$ cat config.mk
export PLATFORM = sky130hd
export DESIGN_NAME = stepper_move_sequencer_top
export DESIGN_NICKNAME = d
export VERILOG_FILES = /design/src/design/sms_pkg.sv /design/src/design/sms_core.sv /design/src/design/stepper_move_sequencer_top.sv
export SDC_FILE = /design/constraint.sdc
export NUM_CORES = 1
export LEC_CHECK = 0
export BUFFER_PORTS_ARGS = -buffer_cell sky130_fd_sc_hd__buf_2
export CAP_MARGIN = 15
export CORE_AREA = 2 2 165 167
export DETAILED_ROUTE_END_ITERATION = 7
export DIE_AREA = 0 0 167 169
export SETUP_SLACK_MARGIN = 0.05
export SYNTH_ARGS = -nofsm -noshare
export SYNTH_HDL_FRONTEND = slang
export SYNTH_SLANG_ARGS = --single-unit
$ cat constraint.sdc
create_clock -name clock -period 7 [get_ports clock]
set_input_delay 0.7 -clock clock [delete_from_list [all_inputs] [get_ports clock]]
set_output_delay 0.7 -clock clock [all_outputs]
set_load 0.05 [all_outputs]
$ cat src/design/sms_pkg.sv
// Shared types and constants for the stepper move sequencer.
// Used by sms_core and stepper_move_sequencer_top; no dependencies.
package sms_pkg;

   localparam int POSITION_BITS_DEF = 32;
   localparam int CSR_INDEX_BITS    = 2;
   localparam int CSR_DATA_BITS     = 32;

   localparam logic [CSR_INDEX_BITS-1:0] CSR_HALF_STEP_MODE     = 2'd0;
   localparam logic [CSR_INDEX_BITS-1:0] CSR_FULL_PATTERN_TABLE = 2'd1;
   localparam logic [CSR_INDEX_BITS-1:0] CSR_HALF_PATTERN_TABLE = 2'd2;
   localparam logic [CSR_INDEX_BITS-1:0] CSR_HOME_SWITCH_ENABLE = 2'd3;

   localparam logic [15:0] FULL_TABLE_RESET = 16'h936C;
   localparam logic [31:0] HALF_TABLE_RESET = 32'h9132_64C8;

   localparam logic [2:0] RING_FULL = 3'd3;
   localparam logic [2:0] RING_HALF = 3'd7;

   typedef enum logic [1:0] {
      KIND_TICK = 2'd0,
      KIND_LOAD = 2'd1,
      KIND_OFF  = 2'd2
   } kind_type;

   typedef enum logic [2:0] {
      EV_IDLE      = 3'd0,
      EV_STEPPED   = 3'd1,
      EV_ENDED     = 3'd2,
      EV_SET_HOME  = 3'd3,
      EV_FIND_HOME = 3'd4
   } event_type;

   typedef struct packed {
      kind_type           kind;
      logic signed [31:0] position_value;
      logic signed [31:0] target_value;
      logic               direction;
      logic               home_switch_closed;
   } req_type;

   typedef struct packed {
      logic [3:0]         coil_pattern;
      logic signed [31:0] position_out;
      event_type          event_res;
      logic               moving;
   } rsp_type;

   typedef struct packed {
      logic        half_step_mode;
      logic [15:0] full_pattern_table;
      logic [31:0] half_pattern_table;
      logic        home_switch_enable;
   } cfg_type;

endpackage

$ cat src/design/sms_core.sv
// Move state and per-item step logic of the stepper move sequencer.
// Depends on sms_pkg. Result is combinational from the held state and the item.
module sms_core
   import sms_pkg::*;
#(
   parameter int POSITION_BITS = POSITION_BITS_DEF
) (
   input  logic    clock,
   input  logic    reset,
   input  logic    fire,
   input  req_type item,
   input  cfg_type cfg,
   output rsp_type result
);

   logic [POSITION_BITS-1:0] position_ff, position_in;
   logic [POSITION_BITS-1:0] target_ff, target_in;
   logic                     direction_ff, direction_in;
   logic [2:0]               phase_ff, phase_in;
   logic                     running_ff, running_in;
   logic [3:0]               coils_ff, coils_in;

   logic [2:0]               ring;
   logic [2:0]               phase_step;
   logic [POSITION_BITS-1:0] position_step;
   event_type                event_val;

   always_comb begin
      ring          = cfg.half_step_mode ? RING_HALF : RING_FULL;
      phase_step    = direction_ff ? ((phase_ff + 3'd1) & ring) : ((phase_ff - 3'd1) & ring);
      position_step = direction_ff ? (position_ff - POSITION_BITS'(1))
                                   : (position_ff + POSITION_BITS'(1));

      position_in  = position_ff;
      target_in    = target_ff;
      direction_in = direction_ff;
      phase_in     = phase_ff;
      running_in   = running_ff;
      coils_in     = coils_ff;
      event_val    = EV_IDLE;

      unique case (item.kind)
         KIND_TICK: begin
            if (running_ff) begin
               if (position_ff == target_ff) begin
                  running_in = 1'b0;
                  event_val  = EV_ENDED;
               end else begin
                  phase_in    = phase_step;
                  coils_in    = cfg.half_step_mode ?
                                cfg.half_pattern_table[{phase_step, 2'b00} +: 4] :
                                cfg.full_pattern_table[{phase_step[1:0], 2'b00} +: 4];
                  position_in = position_step;
                  event_val   = EV_STEPPED;
                  if (direction_ff && cfg.home_switch_enable) begin
                     priority if (item.home_switch_closed && !position_step[POSITION_BITS-1]) begin
                        running_in  = 1'b0;
                        position_in = '0;
                        target_in   = '0;
                        event_val   = EV_SET_HOME;
                     end else if (!item.home_switch_closed && position_step == '0) begin
                        running_in  = 1'b0;
                        position_in = '0;
                        target_in   = '0;
                        event_val   = EV_FIND_HOME;
                     end else begin
                     end
                  end
               end
            end
         end
         KIND_LOAD: begin
            position_in  = POSITION_BITS'(64'(item.position_value));
            target_in    = POSITION_BITS'(64'(item.target_value));
            direction_in = item.direction;
            running_in   = 1'b1;
         end
         KIND_OFF: begin
            coils_in = 4'd0;
         end
         default: begin
         end
      endcase

      result.coil_pattern = coils_in;
      result.position_out = 32'(64'($signed(position_in)));
      result.event_res    = event_val;
      result.moving       = running_in;
   end

   always_ff @(posedge clock) begin
      if (reset) begin
         position_ff  <= '0;
         target_ff    <= '0;
         direction_ff <= 1'b0;
         phase_ff     <= 3'd0;
         running_ff   <= 1'b0;
         coils_ff     <= 4'd0;
      end else if (fire) begin
         position_ff  <= position_in;
         target_ff    <= target_in;
         direction_ff <= direction_in;
         phase_ff     <= phase_in;
         running_ff   <= running_in;
         coils_ff     <= coils_in;
      end
   end

endmodule

$ cat src/design/stepper_move_sequencer_top.sv
// Stepper move sequencer: request register, move core and result register.
// Depends on sms_pkg and sms_core.
//
// One result item for every request item. An item passes a request register,
// then the move core computes the next state and result combinationally and
// the result is registered in the result register, which sets rsp_valid; the
// item waits in the request register while a held result is stalled.
// One item per cycle is sustained while rsp_stall is low: the request register refills while a result
// waits on rsp_stall, and req_stall rises only when both stages hold items.
// Configuration writes take effect at once and are meant for idle periods.
module stepper_move_sequencer_top
   import sms_pkg::*;
#(
   parameter int POSITION_BITS = POSITION_BITS_DEF
) (
   input  logic                      clock,
   input  logic                      reset,
   input  logic                      req_valid,
   output logic                      req_stall,
   input  req_type                   req_data,
   output logic                      rsp_valid,
   input  logic                      rsp_stall,
   output rsp_type                   rsp_data,
   input  logic                      csr_write,
   input  logic [CSR_INDEX_BITS-1:0] csr_index,
   input  logic [CSR_DATA_BITS-1:0]  csr_wdata
);

   cfg_type cfg_ff;
   logic    s1_valid_ff;
   req_type s1_ff;
   logic    rsp_valid_ff;
   rsp_type rsp_ff;
   rsp_type core_result;
   logic    s1_advance;
   logic    req_accept;

   assign s1_advance = s1_valid_ff && (!rsp_valid_ff || !rsp_stall);
   assign req_stall  = s1_valid_ff && !s1_advance;
   assign req_accept = req_valid && !req_stall;
   assign rsp_valid  = rsp_valid_ff;
   assign rsp_data   = rsp_ff;

   always_ff @(posedge clock) begin
      if (reset) begin
         cfg_ff.half_step_mode     <= 1'b0;
         cfg_ff.full_pattern_table <= FULL_TABLE_RESET;
         cfg_ff.half_pattern_table <= HALF_TABLE_RESET;
         cfg_ff.home_switch_enable <= 1'b1;
      end else if (csr_write) begin
         unique case (csr_index)
            CSR_HALF_STEP_MODE:     cfg_ff.half_step_mode     <= csr_wdata[0];
            CSR_FULL_PATTERN_TABLE: cfg_ff.full_pattern_table <= csr_wdata[15:0];
            CSR_HALF_PATTERN_TABLE: cfg_ff.half_pattern_table <= csr_wdata;
            CSR_HOME_SWITCH_ENABLE: cfg_ff.home_switch_enable <= csr_wdata[0];
            default: begin
            end
         endcase
      end
   end

   always_ff @(posedge clock) begin
      if (reset) begin
         s1_valid_ff  <= 1'b0;
         rsp_valid_ff <= 1'b0;
      end else begin
         if (req_accept)
            s1_valid_ff <= 1'b1;
         else if (s1_advance)
            s1_valid_ff <= 1'b0;
         if (s1_advance)
            rsp_valid_ff <= 1'b1;
         else if (!rsp_stall)
            rsp_valid_ff <= 1'b0;
      end
   end

   always_ff @(posedge clock) begin
      if (req_accept)
         s1_ff <= req_data;
      if (s1_advance)
         rsp_ff <= core_result;
   end

   sms_core #(
      .POSITION_BITS(POSITION_BITS)
   ) u_core (
      .clock  (clock),
      .reset  (reset),
      .fire   (s1_advance),
      .item   (s1_ff),
      .cfg    (cfg_ff),
      .result (core_result)
   );

   // a held request must not be replaced
   a_s1_hold: assert property (@(posedge clock) disable iff (reset)
      (s1_valid_ff && !s1_advance) |=> (s1_valid_ff && $stable(s1_ff)))
      else $error("request register overwritten while held");

   // a stalled result must not be replaced
   a_rsp_hold: assert property (@(posedge clock) disable iff (reset)
      (rsp_valid_ff && rsp_stall) |=> (rsp_valid_ff && $stable(rsp_ff)))
      else $error("result register overwritten while stalled");

   // every stop event ends the move
   a_stop_not_moving: assert property (@(posedge clock) disable iff (reset)
      (rsp_valid_ff && (rsp_ff.event_res == EV_ENDED || rsp_ff.event_res == EV_SET_HOME
       || rsp_ff.event_res == EV_FIND_HOME)) |-> !rsp_ff.moving)
      else $error("stop event with move still running");

   // homing zeroes the position
   a_home_zero: assert property (@(posedge clock) disable iff (reset)
      (rsp_valid_ff && (rsp_ff.event_res == EV_SET_HOME || rsp_ff.event_res == EV_FIND_HOME))
      |-> (rsp_ff.position_out == '0))
      else $error("home event with nonzero position");

   // a step keeps the move running
   a_step_moving: assert property (@(posedge clock) disable iff (reset)
      (rsp_valid_ff && rsp_ff.event_res == EV_STEPPED) |-> rsp_ff.moving)
      else $error("stepped item reports move stopped");

endmodule

==> results.md, run 1 <==
STA:
- The clock skew is 10.2 ps.
- The achievable clock frequency is 206 MHz.
- The routed design could run at a clock period as short as 4860 ps.
- In the finished design, the share of the clock period the worst path needs comes to 69.5%.
- The relative slew slack is 28.5%.
- Hold is met by 322 ps.
- The slew at the pin closest to its max-slew limit is 1070 ps.
- In the final timing run, aggregate negative setup slack is 0 ps.
- The setup-violating endpoint count in the final report is 0.
- Setup repair after global routing left no endpoint under its margin.
- The count of endpoints failing hold in the final timing report is 0.
- The max-slew violation count is 0.
- After layout, the worst setup slack is 2140 ps.

Drt:
- Once detail routing completed, the nets flagged for antenna violations numbered 0.
- The highest metal layer carrying signal wires in the routed design is met4.
- In the final routing, the length of wire on met1 measures 15.5 mm.
- The detailed-router iteration count before antenna repair is 5.
- The number of DRC markers in iteration 0 is 868.
- The total routed wirelength is 34.8 mm.
- The per-cell routed wire length is 20.1 um.
- Summed over all nets, wire length on met3 after detailed routing comes to 2.43 mm.
- In the routed layout, each cell is associated on average with a via count of 5.85.
- The met2 layer wire length in the routed design is 16.0 mm.
- The number of vias in the routed layout is 10,100.
- The post-detailed-route DRC marker count is 0.

Logic synthesis:
- The number of distinct standard cells referenced by the synthesized netlist is 77.
- The most used flip-flop cell after synthesis is sky130_fd_sc_hd__dfxtp_1.
- In this run the cell area of the synthesized design comes to 11,700 um2.
- The synthesized design contains 108 enable-type register cells.
- Counting every instance in the synthesized netlist gives 1,246.
- The count of state elements after synthesis is 233.
- For this run, asynchronously set or reset flops after synthesis account for 0%.
- The synthesized netlist net count is 1,386.
- The mean instance size in the synthesized netlist is 9.38 um2.
- Summing the sequential cell areas from Yosys gives 49.2% of the chip area.
- During synthesis, Yosys emitted a total of 0 warnings.

Global routing:
- The number of antenna violations at the first check in global routing came to 0.
- The via count of the first global-routing pass is 9,665.
- Entering global routing, the biggest net connects 92 pins.
- The total overflow left after global routing is 0.
- The global-route usage over all layers is 24.2%.
- The global-route wire length before repair is 54.1 mm.

Flow run:
- The max capacitance violation total is 0.

Pwr:
- For this design the ratio of total power to cell area is 261 nW/um2.
- Summed over all cells, the static leakage comes to 5.35 nW.
- Across the VDD grid, the largest voltage drop is 0.206 mV.

Floorplan:
- After floorplanning, the core was divided into 60 placement rows.
- The initial cell density of the core is 44.1%.
- The total die area is 28,200 um2.
- In this run the standard cell core region covers 26,500 um2.
- The floorplan step set the die width to 167 um.
- The die outline height is 169 um.
- For this design the top-level I/O count stands at 149.

CTS:
- In this run, CTS created clock tree buffers numbering 27.
- The root buffer selected by CTS is sky130_fd_sc_hd__clkbuf_16.
- The maximum number of buffers from clock root to sink is 3.
- For this design, the CTS-stage hold fixing added 0 buffers.
- Buffers added to address setup during post-CTS repair amount to 0.
- The CTS H-tree depth is 1.
- The post-cts resize count is 0.
- The insertion delay of the later-clocked pin in the worst-skew pair is 550 ps.
- TritonCTS built the clock tree.
- After clock tree synthesis, the clock-pin slew on the worst setup and hold paths is 60 ps.
- The clock net in this run drives a total of 233 sinks.

Critical path:
- The required time of the critical path is 7280 ps.
- The data arrival time at the worst-slack endpoint is 5140 ps.
- The worst setup path is captured at a flip-flop.
- The worst setup path is launched from a flip-flop.
- On the worst path, the slowest cell contributes a delay of 770 ps.
- Walking the worst path, the cells encountered are buf_4, ha_1, a21oi_1, o21ai_0, a21o_1, o41ai_1, and4bb_2, nor2_1, nor2_2, buf_4, nor2_1, buf_4, a222oi_1, inv_1.
- On the critical path, the stage with the largest delay is an instance of sky130_fd_sc_hd__dfxtp_1.
- The library cell appearing most often on the critical path is sky130_fd_sc_hd__buf_4.
- The kind of critical path is flip-flop to flip-flop.
- In this run the worst path has a maximum fanout of 34.

Finish:
- The layout overhead on the synthesized area is 17.5%.
- The number of antenna repair diodes is 0.
- The share of layout cells above drive strength 1 is 18.1%.
- Leaving out filler cells and counting taps, the final layout contains 1,729.
- In the final design database the tool counted 1,507 nets.

Placed design:
- Including well taps, the total number of placed cells is 1,677.
- OpenSTA, run right after detailed placement, puts the worst setup slack at 2170 ps.
- The final RePlAce weighted congestion is 0.923.
- The HPWL after detailed placement is 24.5 mm.
- The count of port buffers added during placement is 148.

Min path:
- The min-delay analysis places its worst path in the category input pin to flip-flop.

Outcome:
- The flow ran to the end, and the final reports show no timing, DRC or antenna violations.
[synth_stat cells (all sizes together) (3+ instances only)]
| master | instances | area [um2] |
|---|---|---|
| a2111oi | 4 | 47.6 |
| and3 | 12 | 75.1 |
| a221o | 3 | 30.0 |
| and2 | 5 | 31.3 |
| nor4 | 8 | 56.3 |
| nor2 | 106 | 398 |
| nand2 | 224 | 841 |
| o211ai | 13 | 103 |
| a32o | 4 | 40.0 |
| a211oi | 14 | 105 |
| o21ai | 48 | 240 |
| mux4 | 12 | 270 |
| dfxtp | 125 | 2500 |
| nand4 | 19 | 119 |
| or3 | 9 | 61.3 |
| a21oi | 138 | 694 |
| ha | 31 | 388 |
| nand3 | 32 | 160 |
| a22oi | 16 | 120 |
| or4 | 3 | 22.5 |
| xnor2 | 43 | 377 |
| a31o | 4 | 35.0 |
| a31oi | 4 | 25.0 |
| o311ai | 33 | 289 |
| edfxtp | 108 | 3240 |
| or2 | 9 | 56.3 |
| xor2 | 9 | 78.8 |
| a221oi | 3 | 32.5 |
| buf | 7 | 32.5 |
| a311oi | 4 | 35.0 |
| o21a | 10 | 75.1 |
| a222oi | 11 | 110 |
| inv | 26 | 97.6 |
| clkbuf | 69 | 259 |
| a21o | 12 | 90.1 |
| nor3b | 4 | 30.0 |
| nor3 | 19 | 95.1 |
| mux2i | 9 | 90.1 |
| a21boi | 4 | 30.0 |
[cell families (layout without fill, tap and decap cells)]
family | count (synthesis) | after routing | synth area share [%]
xor+xnor | 52 | 52 | 3.90
fa+ha+maj | 33 | 33 | 3.66
flops | 233 | 233 | 49.2
mux | 22 | 22 | 3.18
simple gates | 462 | 462 | 17.5
compound gates | 341 | 341 | 19.2
buf+inv | 103 | 245 | 3.36
[critical path, delay by kind of cell (launching register included)]
family | cells | cell delay [ps]
fa+ha+maj | 1 | 390
flops | 1 | 770
compound gates | 5 | 1710
buf+inv | 4 | 1100
simple gates | 4 | 600
[registers in the layout, summed over array words and instances, names as in the netlist]
signal               cells
cfg_ff                  50
rsp_data                40
rsp_valid                1
s1_ff                   68
s1_valid_ff              1
u_core.coils_ff          4
u_core.direction_ff      1
u_core.phase_ff          3
u_core.position_ff      32
u_core.running_ff        1
u_core.target_ff        32
[final timing paths]
kind | start | end | slack (ps) | cells past startpoint
setup / recovery | u_core.direction_ff | rsp_data[32] | 2140 | 14
hold / removal | req_data[42] | s1_ff[42] | 320 | 1
hold reg to reg | s1_ff[17] | u_core.target_ff[15] | 450 | 2
setup reg to reg | u_core.direction_ff | rsp_data[32] | 2140 | 14
[per-stage QoR]
stage / cell area [um2] / utilization [%] / power, mW
2_1_floorplan: 11700 / - / 1.93
3_3_place_gp: 12700 / 48.0 / 2.08
3_5_place_dp: 12700 / 48.0 / 2.09
4_1_cts: 13700 / 51.6 / 3.61
5_1_grt: 13700 / 51.8 / 3.72
6_report: 13700 / 51.8 / 3.58
[layer usage]
metal | global-route usage (%) | vias to the layer above
met2 | 38.3 | 349
met5 | 0 | -
met4 | 6.56 | 0
met1 | 34.2 | 4877
met3 | 4.35 | 52
li1 | - | 4841
[power by group]
group          internal, mW  switching [mW]
clock                 0.932           0.589
sequential             1.53          0.0850
combinational         0.175           0.275
total                  2.64           0.948
[cell type report]
class                      count  area (um2)
multi-input combinational    910        5570
timing repair buffer         168         916
fill                        2488       12800
tap                          341         427
sequential                   233        5750
clock buffer                  28         679
clock inverter                22         285
inverter                      27         103
[cells in the final DEF, fill, tap and decap left out, drive strengths merged, types with 5 or more instances in the layout]
cell type and count:
nor4 8, ha 31, and2 5, clkinvlp 5
nand4 19, bufinv 6, o21a 10, a211oi 14
and3 12, o21ai 48, inv 27, a21oi 138
or3 9, a22oi 16, clkinv 11, nand3 32
xor2 9, or2 9, a222oi 11, o311ai 33
clkbuf 29, nor2 106, mux2i 9, xnor2 43
o211ai 13, a21o 12, mux4 12, dfxtp 125
edfxtp 108, buf 167, nor3 19, nand2 224
Power figures use the tool's default switching activity.
==> inputs of run 2 (changes only) <==
==> constraint.sdc (replaced) <==
create_clock -name clock -period 4.6 [get_ports clock]
set_input_delay 0.46 -clock clock [delete_from_list [all_inputs] [get_ports clock]]
set_output_delay 0.46 -clock clock [all_outputs]
set_load 0.05 [all_outputs]
==> results.md, run 2 (synthesis results as in run 1) <==
Outcome:
- The flow ran to the end, and the final reports show no timing, DRC or antenna violations.

Pwr:
- Combinational logic is responsible for 13.4% of the overall power.
- For this design the total switching power over the nets is 1.40 mW.
- Power comes to 5.20 mW.
- The internal portion of the total power is 3.80 mW.
- Across the VDD grid, the largest voltage drop is 0.322 mV.
- The share of total power dissipated in sequential elements is 47.2%.
- For this design the static power due to leakage is 5.33 nW.
- The net switching fraction of the power is 27.0%.
- The clock network power share is 39.4%.
- In this run the power density over the cells is 380 nW/um2.

Global routing:
- The number of antenna violations at the first check in global routing is 0.
- The first global-routing pass estimated 54.5 mm of wire.
- The total overflow left after global routing is 0.
- Global routing consumed, over all layers together, 24.4% of the routing resources.
- The pin count of the biggest net entering global routing is 69.
- The via count of the first global-routing pass is 9,653.

Drt:
- The highest routed metal layer is met4.
- Wire segments on met2 add up to 15.2 mm in the final route.
- The post-route met1 wirelength is 15.9 mm.
- In this run the remaining antenna-violating nets after routing total 0.
- The total met3 wirelength after detailed routing is 2.34 mm.
- Dividing the detail-routed wire length by the instance count gives 20.0 um.
- Wires add up to 34.8 mm.
- In the routed design, unresolved DRC markers number 0.
- For this block, the initial DRC count from the detailed router was 825.
- The ratio of routed vias to standard cells is 5.80.
- The number of vias in the routed layout is 10,100.
- The first detailed-routing pass ran for 5 iterations.

Floorplan:
- The die extent in x is 167 um.
- 149 I/O pins were placed.
- The total die area is 28,200 um2.
- The initial cell density of the core is 44.1%.
- The row count is 60.
- The floorplan step defined a core boundary enclosing 26,500 um2.
- From bottom edge to top edge, the die measures 169 um.

STA:
- The clock skew is 23.4 ps.
- The share of the cycle needed by the critical path after routing is 92.1%.
- After routing, the total negative slack on setup checks comes to 0 ps.
- The slew at the pin closest to its max-slew limit is 1160 ps.
- Derived from the worst setup path, the maximum achievable clock frequency is 236 MHz.
- The relative slew slack is 22.5%.
- The count of endpoints failing hold in the final timing report is 0.
- The setup-violating endpoint count in the final report is 0.
- The max-slew violation count is 0.
- Counting I/O delays and the setup requirement, the final critical path takes 4240 ps.
- Setup repair after global routing left no endpoint under its margin.
- Hold is met by 76.1 ps.

Finish:
- From synthesis to final layout, the design area changed by 17.1%.
- The final core utilization is 51.6%.
- 0 antenna diodes ended up in the layout.
- The final net count is 1,515.
- The commonest non-fill, non-tap cell in the layout is sky130_fd_sc_hd__nand2_1.
- The non-filler instance count after layout is 1,735.
- The top cell types in the final layout, fill and taps aside, are sky130_fd_sc_hd__nand2_1, sky130_fd_sc_hd__buf_2, sky130_fd_sc_hd__a21oi_1, sky130_fd_sc_hd__dfxtp_1, sky130_fd_sc_hd__edfxtp_1.
- The share of layout cells above drive strength 1 is 18.1%.
- After filler insertion, the fill cell instance count of the layout stands at 2,508.
- The register with the most flip-flops is s1_ff.
- The number of flip-flops under the largest register name is 68.

Critical path:
- At the worst endpoint, the required time is 5040 ps.
- The peak fanout along the critical path is 33.
- The worst register-to-register path has a depth of 12.
- The critical path goes through buf_12, ha_1, a21oi_1, o21ai_1, a21o_1, o41ai_1, and4bb_2, nor2_1, or4_1, or4_1, a31o_1, o21a_1.
- The worst-path cell with the longest stage delay is sky130_fd_sc_hd__o41ai_1.
- STA classifies the critical path startpoint as a flip-flop.
- STA classifies the critical path endpoint as a flip-flop.
- The data arrival time at the worst-slack endpoint is 4680 ps.
- Across all register-to-register paths, the minimum setup slack is 360 ps.
- On the worst path, the slowest cell contributes a delay of 610 ps.
- The critical path in this run is classified as flip-flop to flip-flop.
- The most numerous cell type found on the critical path is sky130_fd_sc_hd__or4_1.

Placed design:
- The half-perimeter wire length of the detailed placement result is 24.9 mm.
- Once placement completed, the tool counted placed cells totaling 1,688.
- Port buffering added 148 buffers.
- At the end of routability-driven placement, the weighted congestion stood at 0.955.

CTS:
- No sink is reached through more buffers than the 3 on the longest clock path.
- The post-cts resize count is 0.
- The later pin in the worst-skew pair is clocked with a latency of 560 ps.
- After clock tree synthesis, the flow added hold-fix buffers numbering 0.
- CTS saw 233 sinks.
- Buffers added to address setup during post-CTS repair amount to 0.
- TritonCTS built the clock tree.
- TritonCTS created 26 clock buffers.
- The CTS H-tree depth is 1.
- After clock tree synthesis, the clock-pin slew on the worst setup and hold paths is 60 ps.
- CTS placed an instance of sky130_fd_sc_hd__clkbuf_16 at the clock tree root.

Min path:
- The cell depth of the worst hold path is 1.
- The class of the most critical hold timing path is input pin to flip-flop.

Flow run:
- The max capacitance violation total is 0.
==> run 2: layer usage <==
metal,up-vias,GRT usage (%)
li1,4852,-
met1,4749,34.4
met2,376,37.4
met3,78,4.23
met4,0,9.41
met5,-,0
==> run 2: cell type report <==
| type | count | area (um2) | share of cell area, % |
|---|---|---|---|
| clock buffers | 38 | 719 | 5.26 |
| clock inverters | 9 | 125 | 0.915 |
| inverters | 27 | 103 | 0.750 |
| multi-input cells | 910 | 5570 | 40.7 |
| flip-flops and latches | 233 | 5750 | 42.0 |
| well taps | 341 | 427 | 3.12 |
| repair buffers | 177 | 991 | 7.24 |
==> run 2: worst max-delay path, delay by kind of cell (launching register included) <==
kind                     cells  cell delay [ps]
AO/OA/AOI/OAI                6             1660
adder cells (fa/ha/maj)      1              370
buffers and inverters        1              250
flip-flops                   1              450
AND/OR/NAND/NOR              4             1390
==> run 2: metrics by stage <==
step	instance area [um2]	worst slack (ps)
after floorplan	11700	121
after global placement	12800	377
after detailed placement	12800	387
after CTS	13700	373
after global routing	13700	76.8
final	13700	364
==> run 2: worst paths after layout <==
kind / start / endpoint
max: u_core.direction_ff / u_core.position_ff[1]
min: req_data[28] / s1_ff[28]
max reg2reg: u_core.direction_ff / u_core.position_ff[1]
min reg2reg: cfg_ff[16] / cfg_ff[16]
==> run 2: power groups by stage <==
stage / Sequential [mW] / Clock (mW) / Combinational (mW)
floorplan: 2.51 / 0 / 0.422
global placement: 2.49 / 0 / 0.687
detailed placement: 2.50 / 0 / 0.694
CTS: 2.45 / 2.09 / 0.696
global route: 2.47 / 2.17 / 0.768
finish: 2.46 / 2.05 / 0.698
